$ cat src/rtl/rtpe_pkg.sv
// Shared types, constants and helpers for the RGBA to PostScript hex encoder.
// No dependencies; imported by every module of the block.
`default_nettype none

package rtpe_pkg;

	localparam int unsigned PIX_PER_LINE     = 13;
	localparam int unsigned MASK_DIG_PER_LINE = 78;
	localparam logic [7:0]  MASK_ALPHA_LIMIT  = 8'd32;
	localparam logic [7:0]  NEWLINE_CHAR      = 8'd10;

	// Register indexes of the configuration port
	localparam logic REG_IMAGE_WIDTH = 1'b0;
	localparam logic REG_EMIT_MASK   = 1'b1;

	typedef struct packed {
		logic [15:0] image_width;
		logic        emit_mask;
	} cfg_t;

	// One pixel's worth of work for the text serializer
	typedef struct packed {
		logic [7:0] red;
		logic [7:0] green;
		logic [7:0] blue;
		logic       img_nl;
		logic       mask_dig;
		logic [3:0] mask_val;
		logic       mask_pad;
		logic       mask_nl;
	} job_t;

	typedef enum logic [3:0] {
		ST_R_HI,
		ST_R_LO,
		ST_G_HI,
		ST_G_LO,
		ST_B_HI,
		ST_B_LO,
		ST_IMG_NL,
		ST_MASK_DIG,
		ST_MASK_PAD,
		ST_MASK_NL
	} step_t;

	function automatic logic [7:0] hex_char(input logic [3:0] nib);
		logic [7:0] c;
		if (nib < 4'd10) begin
			c = 8'h30 + {4'd0, nib};
		end else begin
			c = 8'h37 + {4'd0, nib};
		end
		return c;
	endfunction

	// floor(x / 255) for x up to 65025 (255 * 255)
	function automatic logic [7:0] div255(input logic [15:0] x);
		logic [16:0] t;
		t = {1'b0, x} + {9'd0, x[15:8]} + 17'd1;
		return t[15:8];
	endfunction

endpackage

`default_nettype wire

$ cat src/rtl/rtpe_front.sv
// Front end: accepts pixels, tracks row/line/mask counters, composites over white.
// Depends on rtpe_pkg.
`default_nettype none

module rtpe_front
	import rtpe_pkg::*;
(
	input  wire logic        clk,
	input  wire logic        arst_n,
	input  wire cfg_t        cfg,
	input  wire logic        s_tvalid,
	output logic             s_tready,
	input  wire logic [31:0] s_tdata,
	output logic             job_valid,
	input  wire logic        job_ready,
	output job_t             job
);

	logic [15:0] column_q;
	logic [3:0]  pixels_q;
	logic [3:0]  nibble_q;
	logic [6:0]  digits_q;

	logic        valid_s1, valid_s2;
	job_t        job_s1, job_s2;
	logic [7:0]  alpha_s1;
	logic [15:0] sum_r_s2, sum_g_s2, sum_b_s2;

	logic        s2_can, s1_can, accept;
	logic        row_end;
	logic [1:0]  pos;
	logic [15:0] last_col;
	logic [3:0]  nib_new;
	logic [6:0]  dig1, dig2;
	job_t        cls;
	logic [15:0] column_d;
	logic [3:0]  pixels_d, nibble_d;
	logic [6:0]  digits_d;
	logic [15:0] white_part;

	assign s2_can   = !valid_s2 || job_ready;
	assign s1_can   = !valid_s1 || s2_can;
	assign s_tready = s1_can;
	assign accept   = s_tvalid && s1_can;

	// classify the incoming pixel against the running counters
	always_comb begin
		last_col = cfg.image_width - 16'd1;
		row_end  = column_q >= last_col;
		pos      = column_q[1:0];
		cls      = '0;
		cls.red   = s_tdata[7:0];
		cls.green = s_tdata[15:8];
		cls.blue  = s_tdata[23:16];
		cls.img_nl = (pixels_q == 4'(PIX_PER_LINE - 1));
		pixels_d   = cls.img_nl ? 4'd0 : pixels_q + 4'd1;
		nib_new    = nibble_q;
		if (s_tdata[31:24] <= MASK_ALPHA_LIMIT) begin
			nib_new = nibble_q | (4'b1000 >> pos);
		end
		dig1     = digits_q + 7'd1;
		dig2     = dig1;
		nibble_d = 4'd0;
		digits_d = digits_q;
		if (cfg.emit_mask) begin
			if (pos == 2'd3 || row_end) begin
				cls.mask_dig = 1'b1;
				cls.mask_val = nib_new;
				cls.mask_pad = row_end && dig1[0];
				dig2         = dig1 + {6'd0, cls.mask_pad};
				cls.mask_nl  = dig2 >= 7'(MASK_DIG_PER_LINE);
				digits_d     = cls.mask_nl ? 7'd0 : dig2;
			end else begin
				nibble_d = nib_new;
			end
		end
		column_d = row_end ? 16'd0 : column_q + 16'd1;
	end

	always_ff @(posedge clk or negedge arst_n) begin
		if (!arst_n) begin
			column_q <= '0;
			pixels_q <= '0;
			nibble_q <= '0;
			digits_q <= '0;
			valid_s1 <= 1'b0;
			valid_s2 <= 1'b0;
		end else begin
			if (accept) begin
				column_q <= column_d;
				pixels_q <= pixels_d;
				nibble_q <= nibble_d;
				digits_q <= digits_d;
			end
			if (s1_can) begin
				valid_s1 <= s_tvalid;
			end
			if (s2_can) begin
				valid_s2 <= valid_s1;
			end
		end
	end

	assign white_part = 16'd255 * {8'd0, 8'd255 - alpha_s1};

	always_ff @(posedge clk) begin
		if (accept) begin
			job_s1   <= cls;
			alpha_s1 <= s_tdata[31:24];
		end
		if (valid_s1 && s2_can) begin
			job_s2   <= job_s1;
			sum_r_s2 <= {8'd0, job_s1.red}   * {8'd0, alpha_s1} + white_part;
			sum_g_s2 <= {8'd0, job_s1.green} * {8'd0, alpha_s1} + white_part;
			sum_b_s2 <= {8'd0, job_s1.blue}  * {8'd0, alpha_s1} + white_part;
		end
	end

	// divide the blended sums on the way into the queue
	always_comb begin
		job       = job_s2;
		job.red   = div255(sum_r_s2);
		job.green = div255(sum_g_s2);
		job.blue  = div255(sum_b_s2);
	end

	assign job_valid = valid_s2;

endmodule

`default_nettype wire

$ cat src/rtl/rtpe_queue.sv
// Small job queue between the pixel front end and the text serializer.
// Depends on rtpe_pkg.
`default_nettype none

module rtpe_queue
	import rtpe_pkg::*;
#(
	parameter int unsigned DEPTH = 4
) (
	input  wire logic clk,
	input  wire logic arst_n,
	input  wire logic push,
	output logic      push_ready,
	input  wire job_t push_job,
	output logic      head_valid,
	input  wire logic pop,
	output job_t      head_job
);

	localparam int unsigned IDX_W = $clog2(DEPTH);
	localparam int unsigned CNT_W = $clog2(DEPTH + 1);

	job_t             mem_q [DEPTH];
	logic [IDX_W-1:0] wr_ptr_q, rd_ptr_q;
	logic [CNT_W-1:0] count_q;
	logic             do_push;

	assign push_ready = count_q != CNT_W'(DEPTH);
	assign head_valid = count_q != '0;
	assign head_job   = mem_q[rd_ptr_q];
	assign do_push    = push && push_ready;

	always_ff @(posedge clk or negedge arst_n) begin
		if (!arst_n) begin
			wr_ptr_q <= '0;
			rd_ptr_q <= '0;
			count_q  <= '0;
		end else begin
			if (do_push) begin
				wr_ptr_q <= (wr_ptr_q == IDX_W'(DEPTH - 1)) ? '0 : wr_ptr_q + 1'b1;
			end
			if (pop) begin
				rd_ptr_q <= (rd_ptr_q == IDX_W'(DEPTH - 1)) ? '0 : rd_ptr_q + 1'b1;
			end
			if (do_push && !pop) begin
				count_q <= count_q + 1'b1;
			end else if (!do_push && pop) begin
				count_q <= count_q - 1'b1;
			end
		end
	end

	always_ff @(posedge clk) begin
		if (do_push) begin
			mem_q[wr_ptr_q] <= push_job;
		end
	end

endmodule

`default_nettype wire

$ cat src/rtl/rtpe_back.sv
// Back end: queue head to output register, one character per unstalled cycle.
// Depends on rtpe_pkg.
`default_nettype none

module rtpe_back
	import rtpe_pkg::*;
(
	input  wire logic clk,
	input  wire logic arst_n,
	input  wire logic head_valid,
	input  wire job_t head_job,
	output logic      pop,
	output logic       m_tvalid,
	input  wire logic  m_tready,
	output logic [7:0] m_tdata,
	output logic       m_tuser,
	output logic       m_tlast
);

	step_t      step_q, step_d;
	logic       out_ld, adv, is_last;
	logic [7:0] ch;
	logic       tag;

	assign out_ld = !m_tvalid || m_tready;
	assign adv    = head_valid && out_ld;
	assign pop    = adv && is_last;

	// next step: skip characters this pixel does not produce
	always_comb begin
		step_d  = ST_R_HI;
		is_last = 1'b0;
		unique case (step_q)
			ST_R_HI: step_d = ST_R_LO;
			ST_R_LO: step_d = ST_G_HI;
			ST_G_HI: step_d = ST_G_LO;
			ST_G_LO: step_d = ST_B_HI;
			ST_B_HI: step_d = ST_B_LO;
			ST_B_LO: begin
				if (head_job.img_nl) begin
					step_d = ST_IMG_NL;
				end else if (head_job.mask_dig) begin
					step_d = ST_MASK_DIG;
				end else begin
					is_last = 1'b1;
				end
			end
			ST_IMG_NL: begin
				if (head_job.mask_dig) begin
					step_d = ST_MASK_DIG;
				end else begin
					is_last = 1'b1;
				end
			end
			ST_MASK_DIG: begin
				if (head_job.mask_pad) begin
					step_d = ST_MASK_PAD;
				end else if (head_job.mask_nl) begin
					step_d = ST_MASK_NL;
				end else begin
					is_last = 1'b1;
				end
			end
			ST_MASK_PAD: begin
				if (head_job.mask_nl) begin
					step_d = ST_MASK_NL;
				end else begin
					is_last = 1'b1;
				end
			end
			ST_MASK_NL: is_last = 1'b1;
			default: is_last = 1'b1;
		endcase
	end

	// character and tag for the current step
	always_comb begin
		ch  = NEWLINE_CHAR;
		tag = 1'b0;
		unique case (step_q)
			ST_R_HI:     ch = hex_char(head_job.red[7:4]);
			ST_R_LO:     ch = hex_char(head_job.red[3:0]);
			ST_G_HI:     ch = hex_char(head_job.green[7:4]);
			ST_G_LO:     ch = hex_char(head_job.green[3:0]);
			ST_B_HI:     ch = hex_char(head_job.blue[7:4]);
			ST_B_LO:     ch = hex_char(head_job.blue[3:0]);
			ST_IMG_NL:   ch = NEWLINE_CHAR;
			ST_MASK_DIG: begin
				ch  = hex_char(head_job.mask_val);
				tag = 1'b1;
			end
			ST_MASK_PAD: begin
				ch  = hex_char(4'd0);
				tag = 1'b1;
			end
			ST_MASK_NL: begin
				ch  = NEWLINE_CHAR;
				tag = 1'b1;
			end
			default: ch = NEWLINE_CHAR;
		endcase
	end

	always_ff @(posedge clk or negedge arst_n) begin
		if (!arst_n) begin
			step_q   <= ST_R_HI;
			m_tvalid <= 1'b0;
		end else begin
			if (adv) begin
				step_q <= step_d;
			end
			if (out_ld) begin
				m_tvalid <= head_valid;
			end
		end
	end

	always_ff @(posedge clk) begin
		if (adv) begin
			m_tdata <= ch;
			m_tuser <= tag;
			m_tlast <= is_last;
		end
	end

endmodule

`default_nettype wire

$ cat src/rtl/rgba_to_ps_hex_image_encoder.sv
// Top level of the RGBA to PostScript ASCII-hex encoder: config registers and wiring.
// Depends on rtpe_pkg, rtpe_front, rtpe_queue and rtpe_back.
`default_nettype none

// Turns a raster-order stream of RGBA pixels into PostScript ASCII-hex text. Each
// pixel is blended over white per channel and sent as six uppercase hex characters
// (red, green, blue), followed by a newline after every 13th pixel. With emit_mask
// set, a 1-bit mask (alpha <= 32) is packed four pixels to a digit; a digit goes
// out on every fourth column and at row end, a row is padded with '0' to an even
// digit count, and a newline follows every 78 mask digits. Mask characters carry
// tuser = 1, image characters tuser = 0; tlast marks the last character of a pixel.
// Throughput: one output word per unstalled cycle; a pixel makes 6 to 10 characters
// (6 + image newline + mask digit + pad + mask newline); the back-end serializer sets
// that rate. An accepted pixel passes the front end's classify and blend registers
// before it enters the job queue, and its first character is offered from the back
// end's output register; the queue takes new pixels while text still drains.
// Write image_width (index 0) and emit_mask (index 1) only while idle.
module rgba_to_ps_hex_image_encoder
	import rtpe_pkg::*;
#(
	parameter int unsigned QUEUE_DEPTH = 4
) (
	input  wire logic        clk,
	input  wire logic        arst_n,
	// configuration write port
	input  wire logic        cfg_wr_en,
	input  wire logic        cfg_addr,
	input  wire logic [15:0] cfg_wdata,
	// pixel input
	input  wire logic        s_tvalid,
	output logic             s_tready,
	input  wire logic [31:0] s_tdata,   // red, green, blue, alpha (from bit 0 up)
	// text output
	output logic             m_tvalid,
	input  wire logic        m_tready,
	output logic [7:0]       m_tdata,   // text_char
	output logic             m_tuser,   // stream_tag
	output logic             m_tlast    // last_of_run
);

	logic [15:0] image_width_q;
	logic        emit_mask_q;
	cfg_t        cfg;

	logic        job_valid, job_ready;
	job_t        job;
	logic        q_valid, q_pop;
	job_t        q_job;

	// hold the config; user writes only while the block is idle, not enforced by the block
	always_ff @(posedge clk or negedge arst_n) begin
		if (!arst_n) begin
			image_width_q <= 16'd1;
			emit_mask_q   <= 1'b0;
		end else if (cfg_wr_en) begin
			unique case (cfg_addr)
				REG_IMAGE_WIDTH: image_width_q <= cfg_wdata;
				REG_EMIT_MASK:   emit_mask_q   <= cfg_wdata[0];
				default:         emit_mask_q   <= emit_mask_q;
			endcase
		end
	end

	assign cfg.image_width = image_width_q;
	assign cfg.emit_mask   = emit_mask_q;

	// front: accept, classify and blend each pixel
	rtpe_front u_front (
		.clk       (clk),
		.arst_n    (arst_n),
		.cfg       (cfg),
		.s_tvalid  (s_tvalid),
		.s_tready  (s_tready),
		.s_tdata   (s_tdata),
		.job_valid (job_valid),
		.job_ready (job_ready),
		.job       (job)
	);

	// queue: decouple pixel intake from text output
	rtpe_queue #(
		.DEPTH (QUEUE_DEPTH)
	) u_queue (
		.clk        (clk),
		.arst_n     (arst_n),
		.push       (job_valid),
		.push_ready (job_ready),
		.push_job   (job),
		.head_valid (q_valid),
		.pop        (q_pop),
		.head_job   (q_job)
	);

	// back: serialize one character per cycle while not stalled
	rtpe_back u_back (
		.clk        (clk),
		.arst_n     (arst_n),
		.head_valid (q_valid),
		.head_job   (q_job),
		.pop        (q_pop),
		.m_tvalid   (m_tvalid),
		.m_tready   (m_tready),
		.m_tdata    (m_tdata),
		.m_tuser    (m_tuser),
		.m_tlast    (m_tlast)
	);

`ifndef SYNTH
	// a mask character only exists while the mask stream is enabled
	a_mask_needs_enable: assert property (@(posedge clk) disable iff (!arst_n)
		m_tvalid && m_tuser |-> emit_mask_q)
		else $error("mask character emitted with mask disabled");

	// the serializer pops only a job that is present
	a_pop_has_head: assert property (@(posedge clk) disable iff (!arst_n)
		q_pop |-> q_valid)
		else $error("queue popped while empty");

	// an image newline closes the pixel unless mask text may follow
	a_img_nl_last: assert property (@(posedge clk) disable iff (!arst_n)
		m_tvalid && !m_tuser && (m_tdata == NEWLINE_CHAR) |-> m_tlast || emit_mask_q)
		else $error("image newline not last without mask");
`endif

endmodule

`default_nettype wire
$ cat config.mk
export PLATFORM = sky130hd
export DESIGN_NAME = rgba_to_ps_hex_image_encoder
export DESIGN_NICKNAME = d
export VERILOG_FILES = /design/src/rtl/rtpe_pkg.sv /design/src/rtl/rtpe_front.sv /design/src/rtl/rtpe_queue.sv /design/src/rtl/rtpe_back.sv /design/src/rtl/rgba_to_ps_hex_image_encoder.sv
export SDC_FILE = /design/constraint.sdc
export NUM_CORES = 1
export LEC_CHECK = 0
export BUFFER_PORTS_ARGS = -buffer_cell sky130_fd_sc_hd__clkbuf_2
export CAP_MARGIN = 40
export CORE_MARGIN = 4
export CORE_UTILIZATION = 35
export CTS_BUF_LIST = sky130_fd_sc_hd__clkbuf_4
export CTS_CLUSTER_SIZE = 24
export DETAILED_ROUTE_END_ITERATION = 12
export PLACE_DENSITY = 0.56
export REMOVE_ABC_BUFFERS = 1
export SLEW_MARGIN = 0
export SYNTH_ARGS = -nofsm -noshare
export SYNTH_HDL_FRONTEND = slang
export SYNTH_SLANG_ARGS = --single-unit
$ cat constraint.sdc
create_clock -name clk -period 11.1 [get_ports clk]
set_clock_uncertainty 0.15 [all_clocks]
set_input_delay 1.11 -clock clk [delete_from_list [all_inputs] [get_ports clk]]
set_output_delay 1.11 -clock clk [all_outputs]
set_load 0.1 [all_outputs]
==> After elaboration in Yosys (flattened, before gate mapping) <==
Memories as Yosys holds them, arrays and structs flattened.
Index checks and enable logic that the tools add are counted.
W data, S select, Z words.
{ "totals": {"regBits": 168, "ram_bits": 128, "output_inout_bits": 12, "elab_cells": 156, "memories": 1} }
{ "classes": {"n_addsub": 33, "n_mul": 4, "order_cmp": 10, "n_eq_ne": 14, "n_shift": 1, "muxes": 32, "bitwise_logic": 2, "reduce_logical": 26} }
{ "memory_table": {"columns": ["name", "words", "word_bits", "rd", "rd_clocked_by_memory_dff", "write_ports", "line_no", "source"], "rows": [
  ["u_queue.mem_q", 4, 32, 1, 0, 1, "rtpe_queue.sv:23", "job_t mem_q [DEPTH];"]
]} }
{ "op_table": {"columns": ["op", "n"], "rows": [
  ["$add A6 B4 Y7 const A", 14],
  ["$add A16 B1 Y16 const B", 4],
  ["$pmux W8 S8", 1],
  ["$mux W8", 7],
  ["$add A16 B16 Y16", 3],
  ["$add A16 B8 Y16", 3],
  ["$mul A8 B8 Y16", 3],
  ["$pmux W4 S9", 1],
  ["$lt A4 B4 Y1 const B", 7],
  ["$mux W4", 7],
  ["$eq A4 B3 Y1 const B", 4],
  ["$ge A16 B16 Y1", 1],
  ["$mul A8 B8 Y16 const A", 1],
  ["$mux W16", 1],
  ["$sub A16 B1 Y16 const B", 1],
  ["$mux W7", 2],
  ["$eq A4 B4 Y1 const B", 3],
  ["$mux W3", 3],
  ["$eq A4 B2 Y1 const B", 2],
  ["$le A8 B6 Y1 const B", 1],
  ["$logic_and A1 B1 Y1", 8],
  ["$sub A8 B8 Y8 const A", 1],
  ["$add A7 B1 Y7", 1],
  ["$add A7 B1 Y7 const B", 1],
  ["23 further kinds", 42]
]} }

==> Longest topological paths before layout <==
An unclocked memory read counts as a cell.
{ "depth": {"depth_word": 8, "mapped_depth": 29} }

==> Hierarchy <==
From an unflattened synthesis, not the netlist that was laid out.
{ "hier_totals": {"cells_unflattened": 1977, "area_unflattened_um2": 22351.4} }
{ "modules_own_cells": {"columns": ["mod", "n_inst", "cells_each", "area_per_inst_um2", "seq_area_each_um2"], "rows": [
  ["rtpe_front", 1, 1524, 14919.3, 3708.6],
  ["rtpe_queue", 1, 205, 5098.6, 4018.9],
  ["rtpe_back", 1, 210, 1629.1, 395.4],
  ["rgba_to_ps_hex_image_encoder", 1, 38, 704.4, 426.7]
]} }

==> Worst setup path after synthesis <==
OpenSTA, ideal clock, no wires.
{ "synth_path": {"path_type": "register to register", "startpoint": "register u_front.alpha_s1[5]", "endpoint": "register u_front.sum_g_s2[15], data pin", "setup_time_ps": 266, "arrival_time_ps": 7030, "setup_slack_ps": 3655, "stages_incl_launch_ff": 29, "path_buffers": 0, "synth_period_minus_slack_ps": 7445, "path_cell_list": "edfxtp_1 inv_1 fa_1 inv_1 fa_1 inv_1 ha_1 xor2_1 fa_1 inv_1 ha_1 o21a_1 o31a_1 a21o_1 fa_1 inv_1 fa_1 fa_1 inv_1 fa_1 inv_1 ha_1 o21a_1 o31a_1 o211ai_1 a211o_1 nand3_1 nor3b_1 xnor2_1"} }
{ "synth_between": {"elab_chain_len": 3} }
{ "synth_lines": {"columns": ["element", "line_no", "source"], "rows": [
  ["start, declared", "rtpe_front.sv:26", "logic [7:0] alpha_s1;"],
  ["start signal, assigned", "rtpe_front.sv:109", "alpha_s1 <= s_tdata[31:24];"],
  ["$sub A8 B8 Y8", "rtpe_front.sv:104", "assign white_part = 16'd255 * {8'd0, 8'd255 - alpha_s1};"],
  ["$mul A8 B8 Y16", "rtpe_front.sv:104", null],
  ["$add A16 B16 Y16 (*)", "rtpe_front.sv:114", "sum_g_s2 <= {8'd0, job_s1.green} * {8'd0, alpha_s1} + white_part;"],
  ["end signal, assigned", "rtpe_front.sv:114", null],
  ["end, declared", "rtpe_front.sv:27", "logic [15:0] sum_r_s2, sum_g_s2, sum_b_s2;"]
]} }
Every way passes the cells marked *; elsewhere a longest branch is shown, timed or not.
A chain may end at the register's enable or synchronous reset.

==> Worst setup path in the final report <==
{ "layout_path": {"startpoint": "register u_front.alpha_s1[3]", "endpoint": "register u_front.sum_g_s2[15], data pin"} }
Same word-level chain as after synthesis.

==> summary.md <==
| Metric | Value |
|---|---|
| Post-synthesis adder-cell area fraction | `0.2640` |
| Util after Layout | `0.3922` |
| WL/cell | `15.91 um` |
| Antenna viol nets, final | `0` |
| Initial antenna violation count | `1` |
| Synth Area in Simple Gates | `0.1121` |
| Most used DFF post-synth | `edfxtp_1` |
| Root buf cell | `clkbuf_4` |
| Post-synthesis mux area share | `0.04458` |
| Most common cell after layout, fill and taps aside | `inv_1` |
| Share of flip-flops with an asynchronous set or reset | `0.2102` |
| Initial Utilization | `0.3553` |
| Post-Syn Instances | `2052` |
| Port Buffers | `64` |
| Distinct cell type count after synthesis | `74` |
| Reg2reg end | `u_front.sum_g_s2[15]$_DFFE_PP_` |
| Critical path's largest stage delay | `between 0.9 and 1 ns` |
| Clock sink count | `around 300` |
| Number of global-route vias before repair | `15925` |
| # IOs | `66` |
| Gp weighted congestion | `0.8698` |
| Post-Route WL | `slightly below 50000 um` |
| Total of max-cap violations | `0` |
| Clk pin slew, worst setup/hold paths | `0.07 ns` |
| Ys Warns | `0` |
| Reg2Reg Depth | `26` |
| Syn Area/Cell | `10.98 um2` |
| Post-detail-place hpwl | `36990 um` |
| RSZ-0062 raised after global routing | `false` |
| Remaining DRCs | `0` |
| # Post-CTS Setup Buffers | `0` |
| Layout net count | `2604` |
| Post-layout minimum cycle time | `8.378 ns` |
| CP Launch Type | `flip-flop` |
| Worst relative slew slack | `0.3918` |
| Fillers | `roughly 6200` |
| Largest net degree at the start of global routing | `63` |
| Max-slew violations | `0` |
| Worst Path Max Fanout | `24` |
| Routed vias/inst | `a little under 5` |
| Slew at the pin with the worst max-slew slack | `0.9123 ns` |
| Most frequent cells in the layout | `inv_1 (342), edfxtp_1 (233), nand2_1 (195), ha_1 (194), fa_1 (176)` |
| Worst Hold Class | `reg -> reg` |
| Most frequent CP cell | `fa_1` |
| FF+latch count, synth | `just under 300` |
| CP Capture Type | `flip-flop` |
| CP Class | `reg -> reg` |
| CP Capture Point | `u_front.sum_g_s2[15]$_DFFE_PP_` |
| Global route total overflow | `0` |
| Largest family of logic cells by synthesized area | `adder cells` |
| Critical Path AT | `8.74 ns` |
| Worst EP required | `11.46 ns` |
| Seq/Total Area, Yosys | `0.3794` |
| Cts repair resizes | `0` |
| Die width | `261.8 um` |
| DRT Pass-1 Iters | `7` |
| Rows | `92` |
| R2R Path Start | `u_front.alpha_s1[3]$_DFFE_PP_` |
| Fraction of the mapped netlist area in compound gates | `0.08861` |
| CP max-delay cell | `edfxtp_1` |
| Core Box Area | `0.06343 mm2` |
| Fmax | `119.4 MHz` |
| Setup TNS | `0 ns` |
| EDFF count, synth | `233` |
| Crit. Startpoint | `u_front.alpha_s1[3]$_DFFE_PP_` |
| Die Area | `around 0.07 mm2` |
| Clock Path Buffers | `3` |
| Via count | `between 15000 and 20000` |
| First-pass GRT wire length | `approximately 81000 um` |
| 1st-iter DRT viols | `about 700` |
| TritonCTS clock tree | `built` |
| Hold buffer count at cts | `0` |
| H-tree depth | `3` |
| Final Cycle Share | `0.7548` |
| Skew-Pair Late Insertion Delay | `0.78 ns` |
| Final Hold Fails | `0` |
| Layout area overhead | `10.37%` |
| Tot GR Track Use | `0.1485` |
| Cell Area, Synth | `around 0.023 mm2` |
| DIE HEIGHT | `between 200 and 300 um` |
| CTS Buf Count | `83` |
| Final setup viols | `0` |
| Status | `completed` |
| Reg2Reg Setup Slack | `~2.7 ns` |
| Post-Synth XOR/XNOR Area | `0.04392` |
| Share of layout cells above drive strength 1 | `0.1238` |
-- critical path, delay by kind of cell (launching register included) --
kind | cells | cell delay (ns)
buf+inv | 6 | 0.54
flops | 1 | 0.92
simple gates | 2 | 0.32
xor+xnor | 1 | 0.10
compound gates | 7 | 1.31
fa+ha+maj | 10 | 4.75
-- per-layer routing --
layer  wire length [um]  vias up  track usage  part of all wire
li1                   -     7245            -                 -
met1              22450     7527       0.1984              0.46
met2              23080      292       0.2458              0.47
met3               2294       73      0.02409             0.047
met4               1269        0      0.05280             0.026
met5                  0        -            0                 0
-- flip-flops by register name, indices dropped and copies added, names as in the netlist, 3 cells and up --
signal and flops:
u_queue.count_q 3, u_front.column_q 16, u_front.sum_g_s2 16, u_queue.mem_q 128
u_front.sum_r_s2 16, u_front.digits_q 7, u_front.nibble_q 4, u_front.sum_b_s2 16
u_front.job 8, u_front.pixels_q 4, u_front.alpha_s1 8, u_back.m_tdata 7
u_back.step_q 4, u_front.job_s1 32, image_width_q 16
-- kinds of logic after synthesis --
| group | Yosys count |
|---|---|
| buffers and inverters | 385 |
| muxes | 54 |
| DFF | 295 |
| AOI/OAI and AO/OA | 311 |
| other | 1 |
| adders and majority gates | 370 |
| and+or+nand+nor | 523 |
| xor gates and xnor gates | 113 |
-- metrics by stage --
| step | hold WS (ns) | instance area (um2) | worst slack [ns] | std cells |
|---|---|---|---|---|
| after global placement | 0.2534 | 23830 | 2.791 | 2939 |
| final | 0.2678 | 24870 | 2.722 | 3085 |
| after floorplan | 0.2503 | 22320 | 3.314 | 2013 |
| after global routing | 0.2636 | 24870 | 2.238 | 3085 |
| after detailed placement | 0.2562 | 23840 | 2.683 | 2941 |
| after CTS | 0.2246 | 24870 | 2.701 | 3084 |
-- cells in the mapped netlist, drive strengths merged, types with 4 or more instances --
library cell,count,area [um2]
a211o,10,87.58
a211oi,15,117.6
a21boi,7,52.55
a21o,19,142.6
a21oi,89,445.4
a221oi,4,41.29
a31o,4,35.03
a31oi,10,62.56
and2,105,656.9
and3,13,81.33
buf,16,128.9
clkbuf,26,97.59
dfrtp,61,1526
edfxtp,233,6997
fa,176,3523
ha,194,2427
inv,343,1287
mux2,20,225.2
mux4,31,749.5
nand2,195,732.0
nand2b,15,93.84
nand3,30,150.1
nand4,7,43.79
nor2,91,341.6
nor2b,17,106.4
nor3,24,125.1
nor3b,4,35.03
nor4,6,37.54
o211ai,6,45.04
o21a,19,142.6
o21ai,74,396.6
o21bai,6,45.04
o221ai,4,35.03
o22ai,14,87.58
o31a,5,43.79
o31ai,7,52.55
or3,5,31.28
xnor2,80,700.7
xor2,33,289.0
-- worst min-delay path by stage --
stage / cells past startpoint / to / startpoint
2_1_floorplan: 0 / u_front.job[0]$_DFFE_PP_ / u_front.job_s1[0]$_SDFFCE_PN0P_
3_3_place_gp: 0 / u_front.job[2]$_DFFE_PP_ / u_front.job_s1[2]$_SDFFCE_PN0P_
3_5_place_dp: 0 / u_front.job[7]$_DFFE_PP_ / u_front.job_s1[7]$_DFFE_PP_
4_1_cts: 1 / u_front.job_s1[20]$_DFFE_PP_ / s_tdata[12]
5_1_grt: 1 / u_front.job_s1[19]$_DFFE_PP_ / s_tdata[11]
6_report: 0 / u_front.job[3]$_DFFE_PP_ / u_front.job_s1[3]$_SDFFCE_PN0P_
-- layout make-up --
cell class | instances | area [um2] | area share
multi-input cells | 1375 | 12490 | 0.5022
diodes | 1 | 2.502 | 0.0001006
flip-flops and latches | 295 | 8552 | 0.3438
inverters | 343 | 1287 | 0.05176
clock buffers | 123 | 923.4 | 0.03712
clock inverters | 20 | 105.1 | 0.004225
well taps | 846 | 1059 | 0.04256
repair buffers | 82 | 452.9 | 0.01821
Power is not shown: default switching activity piles up to over one toggle a cycle in this logic, so the estimate is an artifact.
